File: config.mk
export PLATFORM = sky130hd
export DESIGN_NAME = lru_block_cache_readahead_alloc
export DESIGN_NICKNAME = d
export VERILOG_FILES = /design/src/rtl/lrc_pkg.sv /design/src/rtl/lrc_cell.sv /design/src/rtl/lru_block_cache_readahead_alloc.sv
export SDC_FILE = /design/constraint.sdc
export NUM_CORES = 2
export LEC_CHECK = 0
export BUFFER_PORTS_ARGS = -buffer_cell sky130_fd_sc_hd__buf_2
export CAP_MARGIN = 30
export CORE_MARGIN = 5
export CORE_UTILIZATION = 36
export DETAILED_ROUTE_END_ITERATION = 16
export MAX_ROUTING_LAYER = met4
export PLACE_DENSITY_LB_ADDON = 0.12
export SLEW_MARGIN = 10
export SYNTH_ARGS = -nofsm -noshare
export SYNTH_HDL_FRONTEND = slang
export SYNTH_SLANG_ARGS = --single-unit
File: constraint.sdc
create_clock -name clock -period 6.9 [get_ports clock]
set_clock_uncertainty 0.05 [all_clocks]
set_input_delay 0.345 -clock clock [delete_from_list [all_inputs] [get_ports clock]]
set_output_delay 0.345 -clock clock [all_outputs]
set_load 0.01 [all_outputs]
File: src/rtl/lrc_pkg.sv
`timescale 1ns / 1ps
`default_nettype none
// ---------------------------------------------------------------------------
// lrc_pkg
// Shared codes and types of the block cache tag manager.
// ---------------------------------------------------------------------------
package lrc_pkg;

   // result kinds
   localparam logic [1:0] KIND_HIT   = 2'd0;
   localparam logic [1:0] KIND_ALLOC = 2'd1;
   localparam logic [1:0] KIND_INV   = 2'd2;

   // request ops
   localparam logic OP_READ = 1'b0;
   localparam logic OP_INV  = 1'b1;

   // width of block counters (counts up to 63)
   localparam int CNT_W = 6;

   // what a probe looks for as it walks the cells
   typedef enum logic {
      PROBE_LOOKUP,
      PROBE_VICTIM
   } lrc_probe_type;

   // write strobes broadcast to every cell
   typedef struct packed {
      logic clr_valid;
      logic clr_picked;
      logic stamp;
      logic alloc;
   } lrc_wr_type;

endpackage
`default_nettype wire

File: src/rtl/lrc_cell.sv
`timescale 1ns / 1ps
`default_nettype none
// ---------------------------------------------------------------------------
// lrc_cell
// One cache entry: tag, valid, stamp and burst pick mark. A probe passes
// through each cycle and picks up a hit or a better victim on its way.
// ---------------------------------------------------------------------------
module lrc_cell
   import lrc_pkg::*;
#(
   parameter int IW         = 4,
   parameter int BLOCK_BITS = 32,
   parameter int IDX        = 0
) (
   input  wire                   clock,
   input  wire                   reset,
   input  lrc_wr_type            wr,
   input  wire  [IW-1:0]         wr_idx,
   input  wire  [BLOCK_BITS-1:0] wr_tag,
   input  wire  [31:0]           wr_stamp,
   input  wire                   p_valid_i,
   input  lrc_probe_type         p_mode_i,
   input  wire  [BLOCK_BITS-1:0] p_key_i,
   input  wire                   p_found_i,
   input  wire  [IW-1:0]         p_idx_i,
   input  wire  [31:0]           p_stamp_i,
   input  wire                   p_inv_i,
   output logic                  p_valid_o,
   output lrc_probe_type         p_mode_o,
   output logic [BLOCK_BITS-1:0] p_key_o,
   output logic                  p_found_o,
   output logic [IW-1:0]         p_idx_o,
   output logic [31:0]           p_stamp_o,
   output logic                  p_inv_o
);

   logic [BLOCK_BITS-1:0] tag_ff;
   logic [31:0]           stamp_ff;
   logic                  valid_ff;
   logic                  picked_ff;
   logic                  take;
   logic                  me;

   assign me = (wr_idx == IW'(IDX));

   // entry state
   always_ff @(posedge clock) begin
      if (reset) begin
         valid_ff  <= 1'b0;
         picked_ff <= 1'b0;
      end else begin
         if (wr.clr_valid) valid_ff <= 1'b0;
         if (wr.clr_picked) picked_ff <= 1'b0;
         if (me && wr.stamp) stamp_ff <= wr_stamp;
         if (me && wr.alloc) begin
            tag_ff    <= wr_tag;
            stamp_ff  <= wr_stamp;
            valid_ff  <= 1'b1;
            picked_ff <= 1'b1;
         end
      end
   end

   // does this cell replace what the probe carries
   always_comb begin
      take = 1'b0;
      unique case (p_mode_i)
         PROBE_LOOKUP: take = !p_found_i && valid_ff && (tag_ff == p_key_i);
         PROBE_VICTIM: begin
            if (!picked_ff) begin
               // free entries win, the first one in index order
               if (!valid_ff) take = !(p_found_i && p_inv_i);
               else take = !p_found_i || (!p_inv_i && (stamp_ff < p_stamp_i));
            end
         end
         default: take = 1'b0;
      endcase
   end

   // probe stage
   always_ff @(posedge clock) begin
      if (reset) begin
         p_valid_o <= 1'b0;
      end else begin
         p_valid_o <= p_valid_i;
      end
      p_mode_o <= p_mode_i;
      p_key_o  <= p_key_i;
      if (take) begin
         p_found_o <= 1'b1;
         p_idx_o   <= IW'(IDX);
         p_stamp_o <= stamp_ff;
         p_inv_o   <= !valid_ff;
      end else begin
         p_found_o <= p_found_i;
         p_idx_o   <= p_idx_i;
         p_stamp_o <= p_stamp_i;
         p_inv_o   <= p_inv_i;
      end
   end

endmodule
`default_nettype wire

File: src/rtl/lru_block_cache_readahead_alloc.sv
`timescale 1ns / 1ps
`default_nettype none
// ---------------------------------------------------------------------------
// lru_block_cache_readahead_alloc
// Tag and LRU replacement manager for a fully associative block cache.
// ---------------------------------------------------------------------------
// Each entry lives in a cell of a chain; a probe walks the chain one cell
// per cycle, and every lookup and every victim pick is one such walk. A
// read takes the word and decodes it, then walks once per hit and for the
// lookup that misses, once per allocated entry (READAHEAD or ENTRIES per
// burst, whichever is smaller) and passes S_BURST_GO once per burst; an
// invalidate takes the word and posts its result. A result that waits in
// the output register holds the sequencer for as long as it waits. One
// request is worked at a time; the next word is taken while the last result
// still waits in the output register.
module lru_block_cache_readahead_alloc
   import lrc_pkg::*;
#(
   parameter int ENTRIES    = 16,
   parameter int READAHEAD  = 12,
   parameter int BLOCK_BITS = 32
) (
   input  wire         clock,
   input  wire         reset,
   input  wire         req_tvalid,
   output logic        req_tready,
   input  wire  [39:0] req_tdata,  // start_block[31:0], block_count[35:32], zero pad
   input  wire         req_tuser,  // op
   output logic        rsp_tvalid,
   input  wire         rsp_tready,
   output logic [39:0] rsp_tdata,  // entry_index[3:0], tag_block[35:4], fill_offset[39:36]
   output logic [1:0]  rsp_tuser,  // kind
   output logic        rsp_tlast
);

   localparam int IW    = $clog2(ENTRIES);
   localparam int BURST = (READAHEAD < ENTRIES) ? READAHEAD : ENTRIES;
   localparam logic [CNT_W-1:0] BURST_C = CNT_W'(BURST);
   localparam logic [CNT_W-1:0] RA_C    = CNT_W'(READAHEAD);

   typedef enum logic [3:0] {
      S_IDLE, S_START, S_LOOK_GO, S_LOOK_WAIT, S_LOOK_DONE,
      S_BURST_GO, S_PICK_GO, S_PICK_WAIT, S_PICK_DONE
   } state_type;

   state_type             state_ff;
   logic                  op_ff;
   logic [BLOCK_BITS-1:0] blk_ff;
   logic [CNT_W-1:0]      cnt_ff;
   logic [CNT_W-1:0]      n_ff;
   logic [31:0]           clock_ff;
   logic                  res_found_ff;
   logic [IW-1:0]         res_idx_ff;
   logic                  rsp_valid_ff;
   logic [1:0]            kind_ff;
   logic [3:0]            idx_out_ff;
   logic [31:0]           tag_out_ff;
   logic [3:0]            off_out_ff;
   logic                  last_ff;

   // probe chain
   logic                  p_valid [ENTRIES+1];
   lrc_probe_type         p_mode  [ENTRIES+1];
   logic [BLOCK_BITS-1:0] p_key   [ENTRIES+1];
   logic                  p_found [ENTRIES+1];
   logic [IW-1:0]         p_idx   [ENTRIES+1];
   logic [31:0]           p_stamp [ENTRIES+1];
   logic                  p_inv   [ENTRIES+1];

   lrc_wr_type            wr;
   logic                  out_free;
   logic                  post_word;
   logic [BLOCK_BITS-1:0] alloc_tag;
   logic [BLOCK_BITS-1:0] tag_sel;
   logic [BLOCK_BITS+31:0] tag_ext;
   logic [IW+3:0]         idx_ext;
   logic [BLOCK_BITS+31:0] blk_ext;
   logic [CNT_W-1:0]      cnt_req;

   assign out_free  = !rsp_valid_ff || rsp_tready;
   assign alloc_tag = blk_ff + BLOCK_BITS'(n_ff);
   assign tag_sel   = (state_ff == S_PICK_DONE) ? alloc_tag : blk_ff;
   assign tag_ext   = {32'd0, tag_sel};
   assign idx_ext   = {4'd0, res_idx_ff};
   assign blk_ext   = {BLOCK_BITS'(0), req_tdata[31:0]};

   // a result word is loaded into the output register this cycle
   assign post_word = out_free &&
                      (((state_ff == S_START) && (op_ff == OP_INV)) ||
                       ((state_ff == S_LOOK_DONE) && res_found_ff) ||
                       (state_ff == S_PICK_DONE));

   // saturate the count to the readahead length
   always_comb begin
      cnt_req = {{(CNT_W-4){1'b0}}, req_tdata[35:32]};
      if (cnt_req > RA_C) cnt_req = RA_C;
   end

   // write strobes
   always_comb begin
      wr.clr_valid  = (state_ff == S_START) && (op_ff == OP_INV) && out_free;
      wr.clr_picked = (state_ff == S_BURST_GO);
      wr.stamp      = (state_ff == S_LOOK_DONE) && res_found_ff && out_free;
      wr.alloc      = (state_ff == S_PICK_DONE) && out_free;
   end

   // probe launch
   assign p_valid[0] = (state_ff == S_LOOK_GO) || (state_ff == S_PICK_GO);
   assign p_mode[0]  = (state_ff == S_PICK_GO) ? PROBE_VICTIM : PROBE_LOOKUP;
   assign p_key[0]   = blk_ff;
   assign p_found[0] = 1'b0;
   assign p_idx[0]   = '0;
   assign p_stamp[0] = '0;
   assign p_inv[0]   = 1'b0;

   for (genvar i = 0; i < ENTRIES; i++) begin : g_cell
      lrc_cell #(
         .IW(IW), .BLOCK_BITS(BLOCK_BITS), .IDX(i)
      ) u_cell (
         .clock(clock), .reset(reset),
         .wr(wr), .wr_idx(res_idx_ff), .wr_tag(alloc_tag), .wr_stamp(clock_ff),
         .p_valid_i(p_valid[i]), .p_mode_i(p_mode[i]), .p_key_i(p_key[i]),
         .p_found_i(p_found[i]), .p_idx_i(p_idx[i]), .p_stamp_i(p_stamp[i]),
         .p_inv_i(p_inv[i]),
         .p_valid_o(p_valid[i+1]), .p_mode_o(p_mode[i+1]), .p_key_o(p_key[i+1]),
         .p_found_o(p_found[i+1]), .p_idx_o(p_idx[i+1]), .p_stamp_o(p_stamp[i+1]),
         .p_inv_o(p_inv[i+1])
      );
   end

   // sequencer and output word register
   always_ff @(posedge clock) begin
      if (reset) begin
         state_ff     <= S_IDLE;
         rsp_valid_ff <= 1'b0;
         clock_ff     <= '0;
      end else begin
         if (post_word) rsp_valid_ff <= 1'b1;
         else if (rsp_tready) rsp_valid_ff <= 1'b0;
         unique case (state_ff)
            S_IDLE: begin
               if (req_tvalid) begin
                  op_ff    <= req_tuser;
                  blk_ff   <= blk_ext[BLOCK_BITS-1:0];
                  cnt_ff   <= cnt_req;
                  state_ff <= S_START;
               end
            end
            S_START: begin
               if (op_ff == OP_INV) begin
                  if (out_free) begin
                     kind_ff      <= KIND_INV;
                     idx_out_ff   <= '0;
                     tag_out_ff   <= '0;
                     off_out_ff   <= '0;
                     last_ff      <= 1'b1;
                     state_ff     <= S_IDLE;
                  end
               end else if (cnt_ff == '0) begin
                  state_ff <= S_IDLE;
               end else begin
                  state_ff <= S_LOOK_GO;
               end
            end
            S_LOOK_GO: begin
               clock_ff <= clock_ff + 32'd1;
               state_ff <= S_LOOK_WAIT;
            end
            S_LOOK_WAIT: begin
               if (p_valid[ENTRIES]) begin
                  res_found_ff <= p_found[ENTRIES];
                  res_idx_ff   <= p_idx[ENTRIES];
                  state_ff     <= S_LOOK_DONE;
               end
            end
            S_LOOK_DONE: begin
               if (!res_found_ff) begin
                  state_ff <= S_BURST_GO;
               end else if (out_free) begin
                  kind_ff      <= KIND_HIT;
                  idx_out_ff   <= idx_ext[3:0];
                  tag_out_ff   <= tag_ext[31:0];
                  off_out_ff   <= '0;
                  last_ff      <= (cnt_ff == CNT_W'(1));
                  cnt_ff       <= cnt_ff - CNT_W'(1);
                  blk_ff       <= blk_ff + BLOCK_BITS'(1);
                  state_ff     <= (cnt_ff == CNT_W'(1)) ? S_IDLE : S_LOOK_GO;
               end
            end
            S_BURST_GO: begin
               clock_ff <= clock_ff + 32'd1;
               n_ff     <= '0;
               state_ff <= S_PICK_GO;
            end
            S_PICK_GO: begin
               state_ff <= S_PICK_WAIT;
            end
            S_PICK_WAIT: begin
               if (p_valid[ENTRIES]) begin
                  res_idx_ff <= p_idx[ENTRIES];
                  state_ff   <= S_PICK_DONE;
               end
            end
            S_PICK_DONE: begin
               if (out_free) begin
                  kind_ff      <= KIND_ALLOC;
                  idx_out_ff   <= idx_ext[3:0];
                  tag_out_ff   <= tag_ext[31:0];
                  off_out_ff   <= n_ff[3:0];
                  last_ff      <= (n_ff == BURST_C - CNT_W'(1)) && (cnt_ff <= BURST_C);
                  if (n_ff == BURST_C - CNT_W'(1)) begin
                     if (cnt_ff <= BURST_C) begin
                        state_ff <= S_IDLE;
                     end else begin
                        cnt_ff   <= cnt_ff - BURST_C;
                        blk_ff   <= blk_ff + BLOCK_BITS'(BURST);
                        state_ff <= S_BURST_GO;
                     end
                  end else begin
                     n_ff     <= n_ff + CNT_W'(1);
                     state_ff <= S_PICK_GO;
                  end
               end
            end
            default: state_ff <= S_IDLE;
         endcase
      end
   end

   assign req_tready = (state_ff == S_IDLE);
   assign rsp_tvalid = rsp_valid_ff;
   assign rsp_tdata  = {off_out_ff, tag_out_ff, idx_out_ff};
   assign rsp_tuser  = kind_ff;
   assign rsp_tlast  = last_ff;

endmodule
`default_nettype wire
Word-level counts from Yosys, hierarchy flattened
Index checks and enable logic that the tools add are counted.
Cells by class
  add/subtract/negate cells: 7
  $mul: 0
  divide/modulo/power cells: 0
  $lt $le $gt $ge: 17
  equality and inequality tests: 54
  shift-type cells: 0
  muxes and demuxes: 204
  bitwise gates (word level): 17
  reductions and logical operators: 278
Operators by type and width (count)
  $mux W32: 57
  $eq A32 B32 Y1: 16
  $lt A32 B32 Y1: 15
  $pmux W32 S3: 2
  $logic_and A1 B1 Y1: 100
  $reduce_bool A2 Y1: 50
  $mux W1: 89
  $mux W4: 17
  $add A32 B1 Y32 const B: 2
  $reduce_and A2 Y1: 32
  $logic_not A1 Y1: 61
  $mux W6: 8
  $eq A4 B4 Y1 const B: 9
  $pmux W4 S9: 1
  $add A32 B4 Y32 const B: 1
  $add A32 B6 Y32: 1
  $eq A4 B3 Y1 const B: 8
  $pmux W1 S2: 16
  $pmux W4 S3: 2
  $logic_or A1 B1 Y1: 19
  $pmux W6 S3: 1
  $not A1 Y1: 17
  $eq A4 B2 Y1 const B: 4
  $ne A2 B2 Y1 const B: 8
  25 further kinds: 41
Storage, ports and cells
  bits in registers: 2257
  bits in latches: 0
  memory bits (writable): 0
  bits in read-only memories: 0
  output and inout bits: 45
  logic and storage cells: 762
  memories kept: 0

Longest topological paths before layout
  depth after elaboration: 7
  depth in mapped cells: 11
  gate-level depth less buffers: 10

Cells and area by module
Synthesis repeated with hierarchy kept, for this count alone.
Second synthesis, totals
  cells, all modules: 6661
  area, all modules: 91911.9 µm²
Modules (own cells, without submodules)
  lrc_cell at g_cell[10].u_cell ...: times used 4, cells each 355, area each 5205.0 µm², sequential area each 3403.3 µm²
  lrc_cell at g_cell[1].u_cell ...: times used 4, cells each 356, area each 5197.5 µm², sequential area each 3403.3 µm²
  lrc_cell at g_cell[11].u_cell ...: times used 2, cells each 353, area each 5202.5 µm², sequential area each 3403.3 µm²
  lrc_cell at g_cell[12].u_cell ...: times used 2, cells each 355, area each 5200.0 µm², sequential area each 3403.3 µm²
  lrc_cell at g_cell[13].u_cell ...: times used 2, cells each 351, area each 5200.0 µm², sequential area each 3403.3 µm²
  lru_block_cache_readahead_alloc: times used 1, cells each 990, area each 8713.4 µm², sequential area each 3533.4 µm²
  lrc_cell at g_cell[0].u_cell: times used 1, cells each 357, area each 5197.5 µm², sequential area each 3403.3 µm²
  lrc_cell at g_cell[15].u_cell: times used 1, cells each 352, area each 5186.2 µm², sequential area each 3403.3 µm²

Least setup slack after synthesis
No wires, ideal clock.
  kind: register -> register
  start point: register state_ff[0]
  end point: register off_out_ff[0], enable pin
  arrival: 4.735 ns
  data required time: 6.485 ns
  slack: 1.750 ns
  cell stages (with the launch flop): 8
  period minus slack after synthesis: 5.150 ns
  cell sequence: dfxtp_1 -> clkbuf_1 -> nor3_2 -> nand2_1 -> nand2_1 -> inv_2 -> a221oi_1 -> a21boi_0
Between the ends
  longest elaborated chain between the ends: 3
  elaborated cells between the ends (all ways): 8
  classes of those cells: eq/ne: 6; reduce/logical: 2
Ends and longest elaborated chain
  from (decl): RTL line lru_block_cache_readahead_alloc.sv:46  | state_type state_ff;
  from (signal assigned): RTL line lru_block_cache_readahead_alloc.sv:187  | state_ff <= (cnt_ff == CNT_W'(1)) ? S_IDLE : S_LOOK_GO;
  $eq A4 B1 Y1, or another cell as far along: RTL line lru_block_cache_readahead_alloc.sv:140  | unique case (state_ff)
  $ne A2 B2 Y1 (no line) or $reduce_bool A3 Y1 (tied branches)
  $reduce_and A5 Y1 (no line) (*)
  to (signal assigned): RTL line lru_block_cache_readahead_alloc.sv:209  | off_out_ff <= n_ff[3:0];
  to (decl): RTL line lru_block_cache_readahead_alloc.sv:58  | logic [3:0] off_out_ff;
Every way passes the cells marked *; elsewhere a longest branch is shown, timed or not.
A chain may end at the register's enable or synchronous reset.

Final worst setup path
  start point: register state_ff[1]
  end point: register g_cell[12].u_cell.stamp_ff[2], enable pin
Between the ends
  longest elaborated chain between the ends: 6
  elaborated cells between the ends (all ways): 9
  classes of those cells: eq/ne: 2; reduce/logical: 7
Ends and longest elaborated chain
  $eq A4 B3 Y1: RTL line lru_block_cache_readahead_alloc.sv:103  | wr.stamp = (state_ff == S_LOOK_DONE) && res_found_ff && out_free;
  $logic_and A1 B1 Y1 (2 in series): RTL line lru_block_cache_readahead_alloc.sv:103
  $logic_and A1 B1 Y1: RTL line lrc_cell.sv:54  | if (me && wr.stamp) stamp_ff <= wr_stamp;
  $reduce_bool A2 Y1 (no line) (*)
  $reduce_and A2 Y1 (no line) (*)
  to (signal assigned): RTL line lrc_cell.sv:54
  to (signal assigned): RTL line lrc_cell.sv:57  | stamp_ff <= wr_stamp;
  to (decl): RTL line lrc_cell.sv:38  | logic [31:0] stamp_ff;
Marked as above.

==> impl_metrics.json <==
{
  "status": "complete, no violations",
  "final_common_cell": "dfxtp_1",
  "ys_ff_latch": 2257,
  "cp_data_arrival_time_ns": 4.67,
  "routabilityCongestion": 0.809,
  "grt_max_degree": 70,
  "critPathCaptureType": "flip-flop",
  "drv_cap": 0,
  "area_growth_pct": 16.3,
  "fin_util": 0.420,
  "synthMuxAreaShare": 0.0515,
  "die_w_um": 503,
  "ir_worst_vdd_v": 0.000250,
  "tightest_slew_ns": 1.04,
  "required_ns": 7.32,
  "synth_edf_count": 1117,
  "slew_viol_final": 0,
  "hold_path.class": "in -> reg",
  "synth-seq-area-share": 0.643,
  "crit_chain": "nor3_2 -> nand2_2 -> clkinv_1 -> buf_4 -> a21oi_1 -> buf_4 -> nor2_1 -> nand3_1 -> nor2_4",
  "layout_common_cells": "dfxtp_1, edfxtp_1, inv_1",
  "finalHoldViolations": 0,
  "synthSimpleGateAreaFrac": 0.0781,
  "synth_area_per_cell_um2": 13.3,
  "routed_wl_mm": 203,
  "cp_slowest_cell": "nor2_4",
  "seq_area_um2": 56400,
  "fmaxAchievable_mhz": 235,
  "drc": 0,
  "ant_nets": 0,
  "ios": 90,
  "crit_buf_inv": 3,
  "synth_compound_area_frac": 0.0624,
  "setup_viol": 0,
  "fin_crit_ns": 4.25,
  "crit_path_max_fanout": 43,
  "hpwlAfterDp_mm": 149,
  "worst_setup_path_start_kind": "flip-flop",
  "nFillCells": 22388,
  "post-cts-setup-buffers": 0,
  "rsz0062_at_grt": "no",
  "yosysUniqueCellTypes": 91,
  "dp.cells": 9827,
  "start_util": 0.361,
  "syn_inst": 6610,
  "clk-insertion-delay-late_ns": 0.87,
  "root_buffer": "clkbuf_16",
  "port_buffers": 85,
  "first_iter_violations": 3156,
  "place_ws_ns": 2.73,
  "cts_tree": "yes",
  "async_flop_share": 0,
  "layout.cells.non_filler": 10344,
  "grt_pass1_wl_mm": 310,
  "synthXorXnorAreaFrac": 0.0614,
  "synthFlopType": "dfxtp_1",
  "multi_input_area_um2": 28900,
  "nets": 7447,
  "fin_hold_ws_ns": 0.163,
  "cts.clk_slew.worst_paths_ns": 0.06,
  "via_per_inst": 4.77,
  "path_class": "reg -> reg",
  "setup_tns_ns": 0,
  "dr.pass1.iters": 5,
  "synth-adder-area-share": 0.0689,
  "fin_crit_sh": 0.616,
  "dieArea_um2": 253000,
  "synth_area_leaders": "edfxtp_1, dfxtp_1, ha_1",
  "powerDensity_nw_per_um2": 282,
  "drive_gt1_frac": 0.123,
  "relSlewSlack": 0.303,
  "clk_path_buf_depth": 3,
  "cts_num_sinks": 2257,
  "antenna_found_initial": 6,
  "grtUsageTotal": 0.164,
  "numCtsBuffers": 235,
  "yosysTopAreaCellShare": 0.383,
  "placeableCoreArea_um2": 243000,
  "dieHeight_um": 503,
  "crit_path_frequent_cell": "buf_4",
  "synth_nets": 7137,
  "grt_overflow": 0,
  "setup_slack_ns": 2.65,
  "num_vias": 49372,
  "fp-row-count": 181,
  "crit_family": "simple AND/OR/NAND/NOR gates",
  "max_stage_delay_ns": 0.87,
  "p_leak_nw": 37.4,
  "syn_area_um2": 87600,
  "yosys.area.top_type": "edfxtp_1",
  "grt_pass1_vias": 50740,
  "synth_top_family_by_area": "simple AND/OR/NAND/NOR gates",
  "cts_max_level": 4,
  "yosysWarnings": 0,
  "wl_per_cell_um": 19.6
}
## per-layer routing
layer / part of all wire / wire length, um / GRT usage
met2: 0.46 / 94000 / 0.261
met5: 0 / 0 / -
met1: 0.47 / 95400 / 0.218
met3: 0.038 / 7610 / 0.0237
met4: 0.028 / 5640 / 0.0491
## stage by stage
| stage | area, um^2 | power (mW) |
|---|---|---|
| 2_1_floorplan | 87600 | 15.5 |
| 3_3_place_gp | 92400 | 16.1 |
| 3_5_place_dp | 93000 | 16.1 |
| 4_1_cts | 102000 | 29.2 |
| 5_1_grt | 102000 | 29.9 |
| 6_report | 102000 | 28.8 |
## cell usage after synthesis, drive strengths merged, types with 119 or more instances
cell type	count
inv	570
o21ai	165
a21oi	232
mux2	384
nand4	219
xnor2	335
xor2	279
clkbuf	119
nor2	272
edfxtp	1117
ha	481
nand2	224
dfxtp	1140
## kinds of logic after synthesis
group / Yosys count
buf+inv: 761
fa+ha+maj: 482
flops: 2257
xor+xnor: 614
compound gates: 809
simple gates: 1295
mux: 392
## cell type report
class | count | share of cell area
Sequential cell | 2257 | 0.553
Multi-Input combinational cell | 3592 | 0.283
Clock buffer | 343 | 0.0675
Tap cell | 3202 | 0.0393
Timing Repair Buffer | 263 | 0.0232
Inverter | 571 | 0.0210
Clock inverter | 106 | 0.0121
Antenna cell | 10 | 0.000246
## timing repair
| action | 4_1_cts | 5_1_grt |
|---|---|---|
| resized for setup | 0 | 0 |
| hold endpoints to repair | 42 | 0 |
| hold buffers | 41 | 0 |
## registers in the layout (all words and copies together) (netlist names), 6 cells and up
register	flops
g_cell.u_cell.stamp_ff	512
g_cell.u_cell.tag_ff	512
g_cell.u_cell.p_key_o	480
g_cell.u_cell.p_stamp_o	480
g_cell.u_cell.p_idx_o	49
blk_ff	32
clock_ff	32
tag_out_ff	32
g_cell.u_cell.p_found_o	16
g_cell.u_cell.p_valid_o	16
g_cell.u_cell.picked_ff	16
g_cell.u_cell.valid_ff	16
g_cell.u_cell.p_inv_o	15
g_cell.u_cell.p_mode_o	15
cnt_ff	6
n_ff	6
## path summary, 6_finish.rpt
| check | depth (start not counted) | to | slack [ns] | from |
|---|---|---|---|---|
| setup / recovery | 9 | g_cell[12].u_cell.stamp_ff[2] | 2.65 | state_ff[1] |
| hold / removal | 2 | op_ff | 0.16 | req_tuser |
| setup reg to reg | 9 | g_cell[12].u_cell.stamp_ff[2] | 2.65 | state_ff[1] |
| hold reg to reg | 0 | g_cell[12].u_cell.p_key_o[25] | 0.30 | g_cell[11].u_cell.p_key_o[25] |
## where the power goes
group | total [mW] | internal [mW] | switching [mW]
sequential | 14.8 | 14.5 | 0.332
combinational | 1.01 | 0.397 | 0.609
clock | 13.0 | 7.74 | 5.24
total | 28.8 | 22.6 | 6.18
No activity file was read; power rests on OpenSTA's default activity.
